===== src/rtl/stable_priority_queue_defines.svh =====
// Assertion helpers for the priority queue.
`ifndef STABLE_PRIORITY_QUEUE_DEFINES_SVH
`define STABLE_PRIORITY_QUEUE_DEFINES_SVH

// Clocked assertion, disabled while in reset.
`define SPQ_ASSERT(label, prop, msg) \
  label: assert property (@(posedge clk_i) disable iff (!rst_ni) prop) else $error(msg);

// Clocked assertion, also checked during reset.
`define SPQ_ASSERT_ALWAYS(label, prop, msg) \
  label: assert property (@(posedge clk_i) prop) else $error(msg);

`endif


===== src/rtl/spq_pkg.sv =====
`default_nettype none

package spq_pkg;

  localparam int unsigned DEPTH          = 16;
  localparam int unsigned ID_WIDTH       = 16;
  localparam int unsigned PRIO_WIDTH     = 8;
  localparam int unsigned CNT_WIDTH      = $clog2(DEPTH + 1);
  localparam int unsigned OCC_WIDTH      = 5;
  localparam int unsigned STATUS_WIDTH   = 2;

  localparam logic [STATUS_WIDTH-1:0] ST_OK    = 2'd0;
  localparam logic [STATUS_WIDTH-1:0] ST_EMPTY = 2'd1;
  localparam logic [STATUS_WIDTH-1:0] ST_FULL  = 2'd2;

  localparam logic OP_INSERT = 1'b0;
  localparam logic OP_REMOVE = 1'b1;

  typedef struct packed {
    logic [ID_WIDTH-1:0]   id;
    logic [PRIO_WIDTH-1:0] prio;
  } entry_t;

  typedef struct packed {
    logic   ins;
    logic   rem;
    entry_t ent;
  } cell_ctrl_t;

endpackage

`default_nettype wire


===== src/rtl/spq_cell.sv =====
`default_nettype none

module spq_cell (
  input  wire logic              clk_i,
  input  wire spq_pkg::cell_ctrl_t ctrl_i,
  input  wire logic              occ_i,
  input  wire spq_pkg::entry_t   left_i,
  input  wire logic              left_gt_i,
  input  wire spq_pkg::entry_t   right_i,
  output      spq_pkg::entry_t   entry_o,
  output      logic              gt_o
);

  spq_pkg::entry_t entry_q, entry_d;

  // gt: this slot lies at or past the insert position
  assign gt_o    = !occ_i || (entry_q.prio > ctrl_i.ent.prio);
  assign entry_o = entry_q;

  always_comb begin
    entry_d = entry_q;
    if (ctrl_i.ins && gt_o) begin
      entry_d = left_gt_i ? left_i : ctrl_i.ent;
    end else if (ctrl_i.rem) begin
      entry_d = right_i;
    end
  end

  always_ff @(posedge clk_i) begin
    entry_q <= entry_d;
  end

endmodule

`default_nettype wire


===== src/rtl/stable_priority_queue.sv =====
// Sorted priority queue built as a row of compare-and-shift cells.
// The result is registered in the output register at the input transfer.
// Throughput: one insert or remove per cycle unless the output stalls; every cell compares in parallel.
// Output register decouples sides; input is taken while the result drains.
// Reset (async, active low) empties the queue and the output register.
`default_nettype none
`include "stable_priority_queue_defines.svh"

module stable_priority_queue (
  input  wire logic                           clk_i,
  input  wire logic                           rst_ni,
  input  wire logic                           in_valid_i,
  output      logic                           in_ready_o,
  input  wire logic                           operation_i,
  input  wire logic [spq_pkg::ID_WIDTH-1:0]   item_id_i,
  input  wire logic [spq_pkg::PRIO_WIDTH-1:0] item_priority_i,
  output      logic                           out_valid_o,
  input  wire logic                           out_ready_i,
  output      logic [spq_pkg::ID_WIDTH-1:0]   out_id_o,
  output      logic [spq_pkg::PRIO_WIDTH-1:0] out_priority_o,
  output      logic [spq_pkg::STATUS_WIDTH-1:0] status_o,
  output      logic [spq_pkg::OCC_WIDTH-1:0]  occupancy_o
);

  localparam int unsigned D = spq_pkg::DEPTH;

  logic [spq_pkg::CNT_WIDTH-1:0] count_q, count_d;
  logic                          out_valid_q;
  spq_pkg::entry_t               out_ent_q, out_ent_d;
  logic [spq_pkg::STATUS_WIDTH-1:0] status_q, status_d;

  logic                take;
  logic                rem_empty;
  logic                is_full, is_empty;
  spq_pkg::cell_ctrl_t ctrl;
  logic [D-1:0]        occ;
  logic [D-1:0]        gt;
  spq_pkg::entry_t     cell_ent [D];

  assign in_ready_o = !out_valid_q || out_ready_i;
  assign take       = in_valid_i && in_ready_o;
  assign is_full    = (count_q == spq_pkg::CNT_WIDTH'(D));
  assign is_empty   = (count_q == '0);
  assign rem_empty  = take && (operation_i == spq_pkg::OP_REMOVE) && is_empty;

  always_comb begin
    for (int k = 0; k < D; k++) begin
      occ[k] = (spq_pkg::CNT_WIDTH'(k) < count_q);
    end
  end

  always_comb begin
    ctrl.ins      = take && (operation_i == spq_pkg::OP_INSERT) && !is_full;
    ctrl.rem      = take && (operation_i == spq_pkg::OP_REMOVE) && !is_empty;
    ctrl.ent.id   = item_id_i;
    ctrl.ent.prio = item_priority_i;
  end

  for (genvar k = 0; k < D; k++) begin : g_cell
    spq_pkg::entry_t left_ent, right_ent;
    logic            left_gt;
    if (k == 0) begin : g_first
      assign left_ent = '0;
      assign left_gt  = 1'b0;
    end else begin : g_mid
      assign left_ent = cell_ent[k-1];
      assign left_gt  = gt[k-1];
    end
    if (k == D - 1) begin : g_last
      assign right_ent = '0;
    end else begin : g_inner
      assign right_ent = cell_ent[k+1];
    end
    spq_cell u_cell (
      .clk_i     (clk_i),
      .ctrl_i    (ctrl),
      .occ_i     (occ[k]),
      .left_i    (left_ent),
      .left_gt_i (left_gt),
      .right_i   (right_ent),
      .entry_o   (cell_ent[k]),
      .gt_o      (gt[k])
    );
  end

  always_comb begin
    count_d   = count_q;
    out_ent_d = '0;
    status_d  = spq_pkg::ST_OK;
    if (ctrl.ins) begin
      count_d = count_q + spq_pkg::CNT_WIDTH'(1);
    end else if (ctrl.rem) begin
      count_d   = count_q - spq_pkg::CNT_WIDTH'(1);
      out_ent_d = cell_ent[0];
    end
    if (operation_i == spq_pkg::OP_INSERT) begin
      if (is_full) status_d = spq_pkg::ST_FULL;
    end else begin
      if (is_empty) status_d = spq_pkg::ST_EMPTY;
    end
  end

  always_ff @(posedge clk_i or negedge rst_ni) begin
    if (!rst_ni) begin
      count_q     <= '0;
      out_valid_q <= 1'b0;
    end else begin
      if (take) begin
        count_q     <= count_d;
        out_valid_q <= 1'b1;
      end else if (out_ready_i) begin
        out_valid_q <= 1'b0;
      end
    end
  end

  always_ff @(posedge clk_i) begin
    if (take) begin
      out_ent_q <= out_ent_d;
      status_q  <= status_d;
    end
  end

  logic [spq_pkg::CNT_WIDTH-1:0] occ_q;
  always_ff @(posedge clk_i) begin
    if (take) occ_q <= count_d;
  end

  assign out_valid_o    = out_valid_q;
  assign out_id_o       = out_ent_q.id;
  assign out_priority_o = out_ent_q.prio;
  assign status_o       = status_q;
  assign occupancy_o    = spq_pkg::OCC_WIDTH'(occ_q);

  `SPQ_ASSERT_ALWAYS(a_count_bound, count_q <= spq_pkg::CNT_WIDTH'(D), "count above depth")
  `SPQ_ASSERT(a_ins_grows, ctrl.ins |=> count_q == $past(count_q) + spq_pkg::CNT_WIDTH'(1), "insert lost")
  `SPQ_ASSERT(a_rem_head, ctrl.rem |=> out_id_o == $past(cell_ent[0].id), "wrong head popped")
  `SPQ_ASSERT(a_empty_zero, rem_empty |=> status_o == spq_pkg::ST_EMPTY && out_id_o == '0, "empty remove")

endmodule

`default_nettype wire


===== config.mk =====
export PLATFORM = sky130hd
export DESIGN_NAME = stable_priority_queue
export DESIGN_NICKNAME = d
export VERILOG_FILES = /design/src/rtl/spq_pkg.sv /design/src/rtl/spq_cell.sv /design/src/rtl/stable_priority_queue.sv
export VERILOG_INCLUDE_DIRS = /design/src /design/src/rtl
export SDC_FILE = /design/constraint.sdc
export NUM_CORES = 1
export LEC_CHECK = 0
export ABC_AREA = 1
export BUFFER_PORTS_ARGS = -buffer_cell sky130_fd_sc_hd__buf_2
export CAP_MARGIN = 20
export CORE_ASPECT_RATIO = 1.4
export CORE_MARGIN = 10
export CORE_UTILIZATION = 25
export CTS_CLUSTER_SIZE = 25
export DETAILED_ROUTE_END_ITERATION = 8
export PLACE_DENSITY_LB_ADDON = 0.3
export SYNTH_ARGS = -nofsm -noshare
export SYNTH_HDL_FRONTEND = slang
export SYNTH_SLANG_ARGS = --single-unit

===== constraint.sdc =====
create_clock -name clk_i -period 3.8 [get_ports clk_i]
set_input_delay 0.19 -clock clk_i [delete_from_list [all_inputs] [get_ports clk_i]]
set_output_delay 0.19 -clock clk_i [all_outputs]
set_load 0.005 [all_outputs]

==> flow_summary.rst <==
.. list-table::
   :header-rows: 1

   * - Metric
     - Value
   * - Main area contributors after synthesis
     - edfxtp_1 47%, nand2_1 28%, nand3_1 7.2%
   * - Data required time of the worst path
     - 4.07 ns
   * - Post-route cell area
     - 29,500 µm²
   * - Period utilization
     - 87.8%
   * - Sink Count
     - 421
   * - Max rail drop VDD
     - 0.000314 V
   * - Largest stage delay, worst path
     - 0.57 ns
   * - Die H
     - 404 µm
   * - Cell with the largest stage delay on the worst path
     - inv_2
   * - Vias
     - 21,442
   * - Initial Utilization
     - 25.2%
   * - Wire length of the first global-routing pass
     - 126,000 µm
   * - Final Hold Violating Endpoints
     - 0
   * - Netlist area before placement
     - 26,300 µm²
   * - Initial antenna violation count
     - 2
   * - Kind of launch point of the worst setup path
     - flop
   * - Total Nets Final
     - 3,602
   * - Via count of the first global-routing pass
     - 21,867
   * - Distinct cell type count of the synthesized netlist
     - 34
   * - Largest clock skew in the final design
     - 0.0221 ns
   * - Count of final setup violators
     - 0
   * - Post-detailed-route via-to-cell ratio
     - 4.44
   * - Highest achievable clock rate
     - 300 MHz
   * - Cell Count, Final, Fillers Out
     - 4,829
   * - Top cell type by total area after synthesis
     - edfxtp_1
   * - CTS root buf
     - clkbuf_16
   * - Net count after synthesis
     - 3,613
   * - Leakage power summed over all cells
     - 14.2 nW
   * - Final GP Congestion
     - 0.841
   * - First-pass iteration count of the detailed router
     - 6
   * - Worst slew margin
     - 30.4%
   * - Largest net degree at the start of global routing
     - 36
   * - Kind of end point of the critical path
     - flop
   * - Critical-path cell list
     - inv_2 -> ha_1 -> nand3_2 -> nand3_2 -> inv_2 -> buf_4 -> nand2_2 -> nand2_1 -> buf_4
   * - Worst hold margin
     - 0.182 ns
   * - Min Tclk post-route
     - 3.34 ns
   * - Total routing usage reported by global routing
     - 13.2%
   * - Instance area at placement
     - 27,900 µm²
   * - Post-Syn Area per Cell
     - 7.62 µm²
   * - Number of buffers created by CTS
     - 50
   * - Fraction of final layout cells sized beyond drive strength 1
     - 7.88%
   * - Leftover overflow at the end of global routing
     - 0
   * - Total half-perimeter wirelength after legalization and detailed placement
     - 61,200 µm
   * - Transition time at the pin with the least slew margin
     - 1.04 ns
   * - Ys flop type
     - edfxtp_1
   * - DRC errors left
     - 0
   * - Hold Crit Class
     - in -> reg
   * - Clock latency on the worst-skew pair
     - 0.61 ns
   * - Dominant cell by count in the synthesized netlist
     - nand2_1
   * - Total negative slack
     - 0 ns
   * - Antenna Nets Post-Route
     - 0
   * - Routed WL
     - 80,200 µm
   * - CTS HTree Levels
     - 2
   * - Count of hold buffers inserted by post-cts repair
     - 5
   * - Post-synth EDFFs
     - 415
   * - Post-Route Utilization
     - 28.3%
   * - Setup Fix Bufs, Post-CTS
     - 0
   * - Async set-or-reset flop fraction in the synthesized netlist
     - 1.43%
   * - Total placed cells including tap cells
     - 4,733
   * - Run status
     - finished clean
   * - Post-synthesis sequential element count
     - 421
   * - Top-area cell type share of the netlist area
     - 47.4%
   * - Post-synthesis sequential area ratio
     - 48.0%
   * - Core footprint
     - 104,000 µm²
   * - Unrepaired setup endpoints after global routing
     - false
   * - Port Buffers
     - 61
   * - Total of warnings raised by yosys
     - 0
   * - Final routed wire length divided by cell count
     - 16.6 µm
   * - Layout overhead on the synthesized area
     - 12.3%
   * - Final Max Slew Viols
     - 0
   * - Maximum clock insertion buffer count
     - 3
   * - Number of design-rule violations left by the first detailed-router iteration
     - 1,283
   * - Post-cts resize count
     - 0
   * - Gate count of the mapped netlist
     - 3,452
   * - Setup CP Type
     - reg -> reg
   * - Worst R2R Setup Slack
     - 0.46 ns
   * - Cell Rows
     - 140
   * - Max_cap viols
     - 0
   * - Total die area
     - 119,000 µm²
   * - Total I/O pin count
     - 62
   * - CTS clk-pin slew, worst paths
     - 0.06 ns
   * - Power per cell area
     - 651 nW/µm²
   * - Most used standard cells in the synthesized netlist
     - 1,961 x nand2_1, 415 x edfxtp_1, 380 x nand3_1, 132 x ha_1, 124 x clkbuf_1
   * - Critical-path maximum fanout
     - 24
   * - Floorplan die width
     - 294 µm
   * - CTS tree
     - done
   * - CP Data Arrival Time
     - 3.60 ns
-- flip-flops by register name, indices dropped and copies added (netlist names) --
| signal | flops |
|---|---|
| out_priority_o | 8 |
| g_cell.u_cell.entry_o | 384 |
| count_q | 5 |
| status_o | 2 |
| occupancy_o | 5 |
| out_valid_o | 1 |
| out_id_o | 16 |
-- report_power, final --
group / internal, W / switching [W] / leakage [nW] / total [W]
Sequential: 0.00643 / 0.000607 / 4.01 / 0.00704
Combinational: 0.00223 / 0.00528 / 9.47 / 0.00752
Clock: 0.00265 / 0.00202 / 0.754 / 0.00467
-- path summary, 6_finish.rpt --
path,startpoint,endpoint,cells after the start
hold / removal,item_id_i[9],g_cell[0].u_cell.entry_o[17]$_DFFE_PP_,3
max in group asynchronous,rst_ni,out_valid_o$_DFFE_PN0P_,3
setup / recovery,count_q[0]$_DFFE_PN0P_,g_cell[2].u_cell.entry_o[3]$_DFFE_PP_,9
min in group asynchronous,rst_ni,count_q[0]$_DFFE_PN0P_,3
setup reg to reg,count_q[0]$_DFFE_PN0P_,g_cell[2].u_cell.entry_o[3]$_DFFE_PP_,9
hold reg to reg,g_cell[15].u_cell.entry_o[23]$_SDFFCE_PN0P_,g_cell[14].u_cell.entry_o[23]$_DFFE_PP_,2
-- critical path: cells and delay by family (launching register included) --
kind	cells	cell delay, ns
flops	1	0.44
simple gates	4	0.73
buf+inv	4	1.52
fa+ha+maj	1	0.29
-- logic make-up after synthesis --
family | Yosys count | share of synthesized area, %
DFF | 421 | 48.0
xor gates and xnor gates | 5 | 0.167
and+or+nand+nor | 2449 | 37.5
buffers and inverters | 345 | 5.67
AOI/OAI and AO/OA | 100 | 2.42
adders and majority gates | 132 | 6.28
-- per-stage QoR --
stage	setup slack [ns]	power (W)
floorplan	0.534	0.0125
global placement	0.435	0.0146
detailed placement	0.461	0.0147
CTS	0.428	0.0195
global route	0.228	0.0207
finish	0.464	0.0192
-- area by class of cell --
cell class,count,area (µm²)
Antenna cell,2,5.00
Clock buffer,62,1320
Clock inverter,27,213
Fill cell,11319,74700
Inverter,134,505
Multi-Input combinational cell,2686,12200
Sequential cell,421,12600
Tap cell,1349,1690
Timing Repair Buffer,148,971
-- per-layer routing --
layer / vias up / part of all wire, % / GRT usage (%)
met5: - / 0 / 0
met4: 0 / 2.8 / 4.22
met3: 117 / 3.4 / 1.43
met2: 407 / 54 / 25.9
met1: 9780 / 40 / 14.4
li1: 11138 / - / -
-- cells in the final DEF, fill, tap and decap left out, drive strengths merged --
cell type | netlist | routed
o211ai | 1 | 1
ha | 132 | 132
edfxtp | 415 | 415
nand2 | 1985 | 1985
xor2 | 5 | 5
diode | 0 | 2
bufinv | 0 | 3
nand4 | 17 | 17
o21a | 2 | 2
o31ai | 1 | 1
a31oi | 2 | 2
clkinv | 0 | 22
a21o | 14 | 14
clkbuf | 124 | 62
nand3 | 382 | 382
inv | 134 | 136
a21oi | 61 | 61
dlygate4sd3 | 0 | 5
nor3 | 1 | 1
buf | 87 | 143
nor2 | 64 | 64
o21ai | 17 | 17
dfrtp | 6 | 6
a41oi | 1 | 1
o21bai | 1 | 1
(Power assumes the default switching activity.)
